===== config.mk =====
export PLATFORM = sky130hd
export DESIGN_NAME = life_generation_step_unit_flat
export DESIGN_NICKNAME = d
export VERILOG_FILES = /design/src/hw/rtl/lgs_pkg.sv /design/src/hw/rtl/lgs_if.sv /design/src/hw/rtl/lgs_window.sv /design/src/hw/rtl/lgs_emit.sv /design/src/hw/rtl/life_generation_step_unit.sv /design/src/flat_wrapper.sv
export SDC_FILE = /design/constraint.sdc
export NUM_CORES = 2
export LEC_CHECK = 0
export BUFFER_PORTS_ARGS = -buffer_cell sky130_fd_sc_hd__buf_2
export CAP_MARGIN = 10
export CORE_ASPECT_RATIO = 0.8
export CORE_MARGIN = 1.5
export CORE_UTILIZATION = 40
export CTS_CLUSTER_SIZE = 10
export DETAILED_ROUTE_END_ITERATION = 10
export HOLD_SLACK_MARGIN = 0.08
export PLACE_DENSITY = 0.55
export SETUP_SLACK_MARGIN = 0.4
export SYNTH_ARGS = -nofsm -noshare
export SYNTH_HDL_FRONTEND = slang
export SYNTH_SLANG_ARGS = --single-unit

===== constraint.sdc =====
create_clock -name clk -period 10.45 [get_ports clk]
set_input_delay 1.5675 -clock clk [delete_from_list [all_inputs] [get_ports clk]]
set_output_delay 1.5675 -clock clk [all_outputs]
set_load 0.05 [all_outputs]

===== src/hw/rtl/lgs_pkg.sv =====
// ---------------------------------------------------------------------------
// lgs_pkg
// Shared types, constants and the Life B3/S23 row rule for the generation step.
// ---------------------------------------------------------------------------
`default_nettype none

package lgs_pkg;

    localparam int MAX_WIDTH  = 64;
    localparam int MAX_HEIGHT = 4096;
    localparam int MIN_SIZE   = 3;

    typedef logic [63:0] row_t;
    typedef logic [6:0]  width_t;
    typedef logic [12:0] height_t;
    typedef logic [11:0] index_t;
    typedef logic [12:0] cfg_data_t;

    typedef enum logic [1:0] {
        CFG_GRID_WIDTH  = 2'd0,
        CFG_GRID_HEIGHT = 2'd1,
        CFG_WRAP_EDGES  = 2'd2
    } cfg_index_t;

    typedef enum logic [1:0] {
        PH_MAIN  = 2'd0,
        PH_FINAL = 2'd1,
        PH_WRAP  = 2'd2
    } phase_t;

    localparam width_t  WIDTH_MIN   = width_t'(MIN_SIZE);
    localparam width_t  WIDTH_MAX   = width_t'(MAX_WIDTH);
    localparam height_t HEIGHT_MIN  = height_t'(MIN_SIZE);
    localparam height_t HEIGHT_MAX  = height_t'(MAX_HEIGHT);
    localparam width_t  WIDTH_RESET = width_t'(64);
    localparam height_t HEIGHT_RESET = height_t'(64);

    // One row's worth of work handed from the window to the emitter
    typedef struct packed {
        row_t   above;
        row_t   middle;
        row_t   current;
        row_t   first;
        row_t   second;
        index_t row;
        logic   final_row;
        width_t width;
        logic   wrap;
    } job_t;

    function automatic row_t width_mask(input width_t w);
        row_t m;
        if (w >= WIDTH_MAX)
        begin
            m = '1;
        end
        else
        begin
            m = (row_t'(1) << w) - row_t'(1);
        end
        return m;
    endfunction

    // Next state of the middle row; w is already clamped to 3..64
    function automatic row_t life_row(input row_t up, input row_t mid, input row_t down,
                                      input width_t w, input logic wrap);
        row_t       mask;
        row_t       u;
        row_t       m;
        row_t       d;
        row_t       res;
        logic [5:0] last_col;
        logic [5:0] li;
        logic [5:0] ri;
        logic       has_l;
        logic       has_r;
        logic [3:0] n;
        mask     = width_mask(w);
        u        = up & mask;
        m        = mid & mask;
        d        = down & mask;
        res      = '0;
        last_col = 6'(w - width_t'(1));
        for (int x = 0; x < MAX_WIDTH; x++)
        begin
            if (x == 0)
            begin
                has_l = wrap;
                li    = last_col;
            end
            else
            begin
                has_l = 1'b1;
                li    = 6'(x - 1);
            end
            if (width_t'(x + 1) >= w)
            begin
                has_r = wrap;
                ri    = 6'd0;
            end
            else
            begin
                has_r = 1'b1;
                ri    = 6'(x + 1);
            end
            n = 4'(u[x]) + 4'(d[x])
              + 4'(has_l & u[li]) + 4'(has_l & m[li]) + 4'(has_l & d[li])
              + 4'(has_r & u[ri]) + 4'(has_r & m[ri]) + 4'(has_r & d[ri]);
            res[x] = (n == 4'd3) || ((n == 4'd2) && m[x]);
        end
        return res & mask;
    endfunction

endpackage

`default_nettype wire


===== src/hw/rtl/lgs_if.sv =====
// ---------------------------------------------------------------------------
// lgs_row_if / lgs_result_if
// Valid/ready channels for incoming grid rows and outgoing next-generation rows.
// ---------------------------------------------------------------------------
`default_nettype none

interface lgs_row_if;
    import lgs_pkg::*;
    logic valid;
    logic ready;
    row_t row_cells;

    modport source (output valid, output row_cells, input ready);
    modport sink   (input valid, input row_cells, output ready);
endinterface

interface lgs_result_if;
    import lgs_pkg::*;
    logic   valid;
    logic   ready;
    row_t   next_row_cells;
    index_t row_index;
    logic   last_of_generation;

    modport source (output valid, output next_row_cells, output row_index,
                    output last_of_generation, input ready);
    modport sink   (input valid, input next_row_cells, input row_index,
                    input last_of_generation, output ready);
endinterface

`default_nettype wire


===== src/hw/rtl/lgs_window.sv =====
// ---------------------------------------------------------------------------
// lgs_window
// Row window: keeps last two rows and rows 0/1, registers a job per row >= 2.
// ---------------------------------------------------------------------------
`default_nettype none

module lgs_window
    import lgs_pkg::*;
(
    input  wire logic    clk,
    input  wire logic    rst_n,
    input  wire width_t  grid_width,
    input  wire height_t grid_height,
    input  wire logic    wrap_edges,
    lgs_row_if.sink      row_in,
    output job_t         job,
    output logic         job_valid,
    input  wire logic    job_ready
);

    index_t  rows_seen_reg;
    index_t  rows_seen_next;
    row_t    above_reg;
    row_t    middle_reg;
    row_t    first_reg;
    row_t    second_reg;
    job_t    job_reg;
    logic    job_valid_reg;
    logic    job_valid_next;

    width_t  used_w;
    height_t used_h;
    row_t    cur;
    logic    accept;
    logic    is_final;
    logic    makes_job;

    always_comb
    begin
        if (grid_width < WIDTH_MIN)
        begin
            used_w = WIDTH_MIN;
        end
        else if (grid_width > WIDTH_MAX)
        begin
            used_w = WIDTH_MAX;
        end
        else
        begin
            used_w = grid_width;
        end
        if (grid_height < HEIGHT_MIN)
        begin
            used_h = HEIGHT_MIN;
        end
        else if (grid_height > HEIGHT_MAX)
        begin
            used_h = HEIGHT_MAX;
        end
        else
        begin
            used_h = grid_height;
        end
    end

    assign row_in.ready = !job_valid_reg || job_ready;
    assign accept       = row_in.valid && row_in.ready;
    assign cur          = row_in.row_cells & width_mask(used_w);
    assign makes_job    = rows_seen_reg >= index_t'(2);
    assign is_final     = (height_t'(rows_seen_reg) + height_t'(1)) >= used_h;

    always_comb
    begin
        rows_seen_next = rows_seen_reg;
        job_valid_next = job_valid_reg && !job_ready;
        if (accept)
        begin
            if (!makes_job)
            begin
                rows_seen_next = rows_seen_reg + index_t'(1);
            end
            else
            begin
                job_valid_next = 1'b1;
                rows_seen_next = is_final ? index_t'(0) : rows_seen_reg + index_t'(1);
            end
        end
    end

    always_ff @(posedge clk or negedge rst_n)
    begin
        if (!rst_n)
        begin
            rows_seen_reg <= '0;
            job_valid_reg <= 1'b0;
        end
        else
        begin
            rows_seen_reg <= rows_seen_next;
            job_valid_reg <= job_valid_next;
        end
    end

    always_ff @(posedge clk)
    begin
        if (accept)
        begin
            if (rows_seen_reg == index_t'(0))
            begin
                first_reg <= cur;
            end
            if (rows_seen_reg == index_t'(1))
            begin
                second_reg <= cur;
            end
            if (rows_seen_reg != index_t'(0))
            begin
                above_reg <= middle_reg;
            end
            middle_reg <= cur;
            if (makes_job)
            begin
                job_reg.above     <= above_reg;
                job_reg.middle    <= middle_reg;
                job_reg.current   <= cur;
                job_reg.first     <= first_reg;
                job_reg.second    <= second_reg;
                job_reg.row       <= rows_seen_reg;
                job_reg.final_row <= is_final;
                job_reg.width     <= used_w;
                job_reg.wrap      <= wrap_edges;
            end
        end
    end

    assign job       = job_reg;
    assign job_valid = job_valid_reg;

endmodule

`default_nettype wire


===== src/hw/rtl/lgs_emit.sv =====
// ---------------------------------------------------------------------------
// lgs_emit
// Life rule on a job; registers one result beat per cycle unless stalled.
// ---------------------------------------------------------------------------
`default_nettype none

module lgs_emit
    import lgs_pkg::*;
(
    input  wire logic    clk,
    input  wire logic    rst_n,
    input  wire job_t    job,
    input  wire logic    job_valid,
    output logic         job_ready,
    lgs_result_if.source result_out
);

    phase_t phase_reg;
    phase_t phase_next;
    logic   out_valid_reg;
    logic   out_valid_next;
    row_t   cells_reg;
    index_t index_reg;
    logic   last_reg;

    row_t   sel_up;
    row_t   sel_mid;
    row_t   sel_down;
    index_t sel_index;
    logic   sel_last;
    logic   last_phase;
    logic   load;

    always_comb
    begin
        sel_up     = job.above;
        sel_mid    = job.middle;
        sel_down   = job.current;
        sel_index  = job.row - index_t'(1);
        sel_last   = 1'b0;
        last_phase = !job.final_row;
        unique case (phase_reg)
            PH_MAIN:
            begin
                sel_up    = job.above;
                sel_mid   = job.middle;
                sel_down  = job.current;
                sel_index = job.row - index_t'(1);
            end
            PH_FINAL:
            begin
                sel_up    = job.middle;
                sel_mid   = job.current;
                sel_down  = job.wrap ? job.first : '0;
                sel_index = job.row;
            end
            PH_WRAP:
            begin
                sel_up     = job.wrap ? job.current : '0;
                sel_mid    = job.first;
                sel_down   = job.second;
                sel_index  = '0;
                sel_last   = 1'b1;
                last_phase = 1'b1;
            end
            default:
            begin
                last_phase = 1'b1;
            end
        endcase
    end

    assign load      = job_valid && (!out_valid_reg || result_out.ready);
    assign job_ready = load && last_phase;

    always_comb
    begin
        phase_next     = phase_reg;
        out_valid_next = out_valid_reg && !result_out.ready;
        if (load)
        begin
            out_valid_next = 1'b1;
            if (last_phase)
            begin
                phase_next = PH_MAIN;
            end
            else if (phase_reg == PH_MAIN)
            begin
                phase_next = PH_FINAL;
            end
            else
            begin
                phase_next = PH_WRAP;
            end
        end
    end

    always_ff @(posedge clk or negedge rst_n)
    begin
        if (!rst_n)
        begin
            phase_reg     <= PH_MAIN;
            out_valid_reg <= 1'b0;
        end
        else
        begin
            phase_reg     <= phase_next;
            out_valid_reg <= out_valid_next;
        end
    end

    always_ff @(posedge clk)
    begin
        if (load)
        begin
            cells_reg <= life_row(sel_up, sel_mid, sel_down, job.width, job.wrap);
            index_reg <= sel_index;
            last_reg  <= sel_last;
        end
    end

    assign result_out.valid              = out_valid_reg;
    assign result_out.next_row_cells     = cells_reg;
    assign result_out.row_index          = index_reg;
    assign result_out.last_of_generation = last_reg;

endmodule

`default_nettype wire


===== src/hw/rtl/life_generation_step_unit.sv =====
// ---------------------------------------------------------------------------
// life_generation_step_unit
// One generation of Life (B3/S23), streamed a row at a time.
// ---------------------------------------------------------------------------
// Rows of the current grid arrive on row_in, row 0 first, one 64-cell row per
// beat. Next-generation rows leave on result_out with their row index; row 0
// of each generation is the final beat and carries last_of_generation.
// Rows 0 and 1 give no beat; row r (r >= 2) gives row r-1, and the final row
// gives rows H-2, H-1 and then row 0.
// A row's result passes the window's job register, then the output register.
// Throughput: one row per cycle unless stalled; after the final row the input
// is held off while its three beats go into the output register one by one.
// Configuration (grid_width, grid_height, wrap_edges) is written through
// cfg_wr_en / cfg_index / cfg_data, by the user only while the block is idle;
// the block does not enforce this. Reset clears the row count and all valid
// flags; the first row after reset is row 0. A stalled receiver holds the
// output register, one job waits behind it, and row_in.ready drops when both
// are full or while a final row's three beats go out.
// ---------------------------------------------------------------------------
`default_nettype none

module life_generation_step_unit
    import lgs_pkg::*;
(
    input  wire logic       clk,
    input  wire logic       rst_n,
    input  wire logic       cfg_wr_en,
    input  wire cfg_index_t cfg_index,
    input  wire cfg_data_t  cfg_data,
    lgs_row_if.sink         row_in,
    lgs_result_if.source    result_out
);

    width_t  grid_width_reg;
    height_t grid_height_reg;
    logic    wrap_edges_reg;

    job_t    job;
    logic    job_valid;
    logic    job_ready;

    always_ff @(posedge clk or negedge rst_n)
    begin
        if (!rst_n)
        begin
            grid_width_reg  <= WIDTH_RESET;
            grid_height_reg <= HEIGHT_RESET;
            wrap_edges_reg  <= 1'b0;
        end
        else if (cfg_wr_en)
        begin
            unique case (cfg_index)
                CFG_GRID_WIDTH:  grid_width_reg  <= width_t'(cfg_data);
                CFG_GRID_HEIGHT: grid_height_reg <= cfg_data;
                CFG_WRAP_EDGES:  wrap_edges_reg  <= cfg_data[0];
                default:
                begin
                end
            endcase
        end
    end

    lgs_window u_window (
        .clk         (clk),
        .rst_n       (rst_n),
        .grid_width  (grid_width_reg),
        .grid_height (grid_height_reg),
        .wrap_edges  (wrap_edges_reg),
        .row_in      (row_in),
        .job         (job),
        .job_valid   (job_valid),
        .job_ready   (job_ready)
    );

    lgs_emit u_emit (
        .clk        (clk),
        .rst_n      (rst_n),
        .job        (job),
        .job_valid  (job_valid),
        .job_ready  (job_ready),
        .result_out (result_out)
    );

endmodule

`default_nettype wire


===== src/flat_wrapper.sv =====
// flat-port wrapper written by rule: the top's interface ports become plain ports
module life_generation_step_unit_flat import lgs_pkg::*;
  (clk, rst_n, cfg_wr_en, cfg_index, cfg_data, row_in_valid, row_in_row_cells, row_in_ready, result_out_valid, result_out_next_row_cells, result_out_row_index, result_out_last_of_generation, result_out_ready);
  lgs_row_if row_in_i ();
  lgs_result_if result_out_i ();
  input  wire logic clk;
  input  wire logic rst_n;
  input  wire logic cfg_wr_en;
  input  wire cfg_index_t cfg_index;
  input  wire cfg_data_t cfg_data;
  input wire logic [$bits(row_in_i.valid)-1:0] row_in_valid;
  input wire logic [$bits(row_in_i.row_cells)-1:0] row_in_row_cells;
  output wire logic [$bits(row_in_i.ready)-1:0] row_in_ready;
  output wire logic [$bits(result_out_i.valid)-1:0] result_out_valid;
  output wire logic [$bits(result_out_i.next_row_cells)-1:0] result_out_next_row_cells;
  output wire logic [$bits(result_out_i.row_index)-1:0] result_out_row_index;
  output wire logic [$bits(result_out_i.last_of_generation)-1:0] result_out_last_of_generation;
  input wire logic [$bits(result_out_i.ready)-1:0] result_out_ready;
  assign row_in_i.valid = row_in_valid;
  assign row_in_i.row_cells = row_in_row_cells;
  assign row_in_ready = row_in_i.ready;
  assign result_out_valid = result_out_i.valid;
  assign result_out_next_row_cells = result_out_i.next_row_cells;
  assign result_out_row_index = result_out_i.row_index;
  assign result_out_last_of_generation = result_out_i.last_of_generation;
  assign result_out_i.ready = result_out_ready;
  life_generation_step_unit u_core (.clk(clk), .rst_n(rst_n), .cfg_wr_en(cfg_wr_en), .cfg_index(cfg_index), .cfg_data(cfg_data), .row_in(row_in_i), .result_out(result_out_i));
endmodule

==> metrics.txt <==
# TYPE chip_impl_metric gauge
chip_impl_metric{name="placed_area",unit="mm^2"} 0.04835
chip_impl_metric{name="global_route_usage_sum",unit="%"} 29.38
chip_impl_info{name="status",value="complete, no violations"} 1
chip_impl_metric{name="post-route-min-period",unit="ns"} 9.279
chip_impl_info{name="min-delay-path-class",value="reg2reg"} 1
chip_impl_info{name="crit_path_end_kind",value="flop"} 1
chip_impl_metric{name="slew_headroom",unit="%"} 11.85
chip_impl_info{name="cts-root-buf",value="sky130_fd_sc_hd__clkbuf_16"} 1
chip_impl_metric{name="syn-mean-instance-area",unit="um^2"} 11.32
chip_impl_metric{name="fillers",unit=""} 10510
chip_impl_info{name="yosys-top-cells-area",value="sky130_fd_sc_hd__edfxtp_1, sky130_fd_sc_hd__fa_1, sky130_fd_sc_hd__ha_1"} 1
chip_impl_metric{name="synth-edff-count",unit=""} 674
chip_impl_metric{name="critical_path_at",unit="ns"} 9.75
chip_impl_metric{name="placement.io_buffers",unit=""} 162
chip_impl_metric{name="worst_setup_hold_path_clk_slew",unit="ns"} 0.07
chip_impl_metric{name="yosys_warnings",unit=""} 0
chip_impl_metric{name="via_per_inst",unit=""} 6.269
chip_impl_metric{name="max-clock-path-buffers",unit=""} 3
chip_impl_metric{name="postRouteAntennaNets",unit=""} 0
chip_impl_metric{name="synth.cell_area",unit="mm^2"} 0.04561
chip_impl_metric{name="dieArea",unit="mm^2"} 0.1161
chip_impl_metric{name="grt_pass1_wl",unit="mm"} 248.1
chip_impl_metric{name="detail_route.first_pass.iterations",unit=""} 8
chip_impl_metric{name="globalplace.congestion",unit=""} 1.080
chip_impl_metric{name="tightest_slew",unit="ns"} 1.322
chip_impl_metric{name="post_cts_hold_buffer_count",unit=""} 0
chip_impl_metric{name="post-route-cell-area",unit="mm^2"} 0.05077
chip_impl_info{name="cts_tree",value="built"} 1
chip_impl_metric{name="postCtsSetupBuffers",unit=""} 0
chip_impl_metric{name="chipHeight",unit="um"} 305.0
chip_impl_info{name="post_synth_most_frequent_cells",value="sky130_fd_sc_hd__edfxtp_1, sky130_fd_sc_hd__nor2_1, sky130_fd_sc_hd__nand2_1"} 1
chip_impl_metric{name="drt-total-wl",unit="mm"} 172.6
chip_impl_metric{name="yosys_register_bits",unit=""} 711
chip_impl_metric{name="grt_max_degree",unit=""} 148
chip_impl_metric{name="largest_reg_flops",unit=""} 341
chip_impl_metric{name="hpwlAfterDp",unit="mm"} 130.4
chip_impl_metric{name="cts_num_sinks",unit=""} 711
chip_impl_metric{name="antenna_violations_before_repair",unit=""} 17
chip_impl_metric{name="die_x",unit="um"} 380.5
chip_impl_metric{name="coreArea",unit="mm^2"} 0.1127
chip_impl_metric{name="areaGrowthSynthToFinish",unit="%"} 11.33
chip_impl_metric{name="post-route-worst-setup-slack",unit="ns"} 1.171
chip_impl_metric{name="async_reset_ff_share",unit="%"} 5.204
chip_impl_info{name="synthMostInstantiatedCell",value="sky130_fd_sc_hd__edfxtp_1"} 1
chip_impl_metric{name="wire_per_inst",unit="um"} 30.28
chip_impl_metric{name="fmax",unit="MHz"} 107.8
chip_impl_metric{name="synth_sequential_area_ratio",unit="%"} 46.41
chip_impl_metric{name="drc_errors",unit=""} 0
chip_impl_metric{name="final_net_count",unit=""} 4713
chip_impl_metric{name="clock_latency_at_the_later_pin_of_the_worst_skew_pair",unit="ns"} 0.71
chip_impl_info{name="synth_top_cell_by_area",value="sky130_fd_sc_hd__edfxtp_1"} 1
chip_impl_metric{name="grt_overflow",unit=""} 0
chip_impl_metric{name="num_rows",unit=""} 110
chip_impl_metric{name="hold_violations",unit=""} 0
chip_impl_metric{name="fin_skew",unit="ns"} 0.03001
chip_impl_metric{name="post-place-ws",unit="ns"} 1.386
chip_impl_metric{name="drive_above_1_share",unit="%"} 12.57
chip_impl_info{name="startpoint_type",value="flop"} 1
chip_impl_metric{name="tns",unit="ns"} 0
chip_impl_info{name="unrepaired_setup_endpoints_after_global_routing",value="false"} 1
chip_impl_metric{name="floorplan.initialDensity",unit="%"} 40.46
chip_impl_info{name="synth-main-ff-cell",value="sky130_fd_sc_hd__edfxtp_1"} 1
chip_impl_info{name="crit_type",value="reg2reg"} 1
chip_impl_metric{name="drv.max_cap_violation_count",unit=""} 0
chip_impl_metric{name="yosysUniqueCellTypes",unit=""} 120
chip_impl_metric{name="synthesis.instances",unit=""} 4028
chip_impl_metric{name="numCtsBuffers",unit=""} 84
chip_impl_metric{name="drt_iter0_drc",unit=""} 4781
chip_impl_metric{name="layout_worst_path_cycle_share",unit="%"} 88.80
chip_impl_metric{name="cts_htree_levels",unit=""} 3
chip_impl_metric{name="slew_viol_final",unit=""} 0
chip_impl_metric{name="cts.repair.resized",unit=""} 0
chip_impl_metric{name="timing.critical_path.required",unit="ns"} 10.92
chip_impl_metric{name="ios",unit=""} 163
chip_impl_metric{name="netlist.area_leader.share",unit="%"} 44.38
chip_impl_metric{name="grt_pass1_vias",unit=""} 34190
chip_impl_metric{name="vias",unit=""} 35740
chip_impl_metric{name="crit_path_max_fanout",unit=""} 33
chip_impl_metric{name="report.final.setup_viol",unit=""} 0
[layer usage]
metal  vias to the layer above  GRT usage [%]  part of all wire [%]
li1                      15520              -                     -
met1                     18020          43.91                    45
met2                      1910          41.11                    41
met3                       289          7.768                    11
met4                         6          9.284                   3.2
met5                         -              0                 0.030
[final cells by class]
cell class	count	area (um^2)	area share [%]
inverter	133	509.2	1.003
clock inverter	12	205.2	0.4041
sequential	711	21170	41.69
tap	1512	1892	3.726
multi-input combinational	2960	23140	45.58
timing repair buffer	263	1642	3.233
clock buffer	106	2206	4.344
antenna	4	10.01	0.01971
[logic make-up after synthesis]
family,synth area share (%)
and+or+nand+nor,12.80
AOI/OAI and AO/OA,16.56
DFF,46.41
adders and majority gates,17.27
buffers and inverters,3.117
muxes,2.700
xor gates and xnor gates,1.128
other,0.008222
[placed cells by master, fill, tap and decap left out, types with 38 or more instances in the layout]
master	instances
sky130_fd_sc_hd__edfxtp_1	674
sky130_fd_sc_hd__a221o_1	38
sky130_fd_sc_hd__nand2_1	334
sky130_fd_sc_hd__mux2_2	70
sky130_fd_sc_hd__inv_1	124
sky130_fd_sc_hd__buf_2	163
sky130_fd_sc_hd__and2_1	39
sky130_fd_sc_hd__nor2_1	357
sky130_fd_sc_hd__ha_1	216
sky130_fd_sc_hd__clkbuf_16	85
sky130_fd_sc_hd__o211ai_1	56
sky130_fd_sc_hd__fa_1	256
sky130_fd_sc_hd__buf_4	94
sky130_fd_sc_hd__a22oi_1	75
sky130_fd_sc_hd__nor3_1	83
sky130_fd_sc_hd__a21oi_1	249
sky130_fd_sc_hd__a222oi_1	53
sky130_fd_sc_hd__o21ai_0	281
sky130_fd_sc_hd__a221oi_1	44
sky130_fd_sc_hd__nand3_1	131
[per-stage QoR]
step | util (%) | hold WS (ns) | std cells
finish | 45.05 | 0.3845 | 5701
global route | 45.04 | 0.4145 | 5698
CTS | 45.03 | 0.3830 | 5696
detailed placement | 42.89 | 0.4045 | 5578
global placement | 42.89 | 0.4005 | 5578
floorplan | - | 0.4003 | 4029
[final timing paths]
| kind | slack, ns | cells past startpoint | end | startpoint |
|---|---|---|---|---|
| max | 1.17 | 24 | u_core.u_emit.result_out.next_row_cells[0] | u_core.u_window.job[2] |
| min | 0.38 | 0 | u_core.u_window.job[48] | u_core.u_window.second_reg[27] |
| max reg2reg | 1.17 | 24 | u_core.u_emit.result_out.next_row_cells[0] | u_core.u_window.job[2] |
| min reg2reg | 0.38 | 0 | u_core.u_window.job[48] | u_core.u_window.second_reg[27] |
| max in group asynchronous | 8.92 | 1 | u_core.u_window.rows_seen_reg[0] | rst_n |
| min in group asynchronous | 0.99 | 1 | u_core.grid_height_reg[11] | rst_n |
[worst max-delay path, stage by stage (launching register included)]
cell	delay (ns)
sky130_fd_sc_hd__edfxtp_1	0.57
sky130_fd_sc_hd__inv_1	0.26
sky130_fd_sc_hd__ha_2	0.72
sky130_fd_sc_hd__or4b_2	0.79
sky130_fd_sc_hd__nor2_1	0.38
sky130_fd_sc_hd__inv_1	0.15
sky130_fd_sc_hd__ha_1	0.39
sky130_fd_sc_hd__o311ai_0	0.93
sky130_fd_sc_hd__a21boi_0	0.67
sky130_fd_sc_hd__a2bb2o_1	0.24
sky130_fd_sc_hd__a211oi_1	0.05
sky130_fd_sc_hd__a2111oi_0	0.68
sky130_fd_sc_hd__nor2_1	0.08
sky130_fd_sc_hd__a221o_1	0.37
sky130_fd_sc_hd__fa_1	0.56
sky130_fd_sc_hd__inv_1	0.06
sky130_fd_sc_hd__fa_1	0.54
sky130_fd_sc_hd__inv_1	0.06
sky130_fd_sc_hd__fa_1	0.55
sky130_fd_sc_hd__inv_1	0.05
sky130_fd_sc_hd__ha_1	0.22
sky130_fd_sc_hd__fa_1	0.38
sky130_fd_sc_hd__nand3_1	0.07
sky130_fd_sc_hd__o21ai_0	0.08
sky130_fd_sc_hd__o2111a_1	0.14
Power is not shown: default switching activity piles up to over one toggle a cycle in this logic, so the estimate is an artifact.
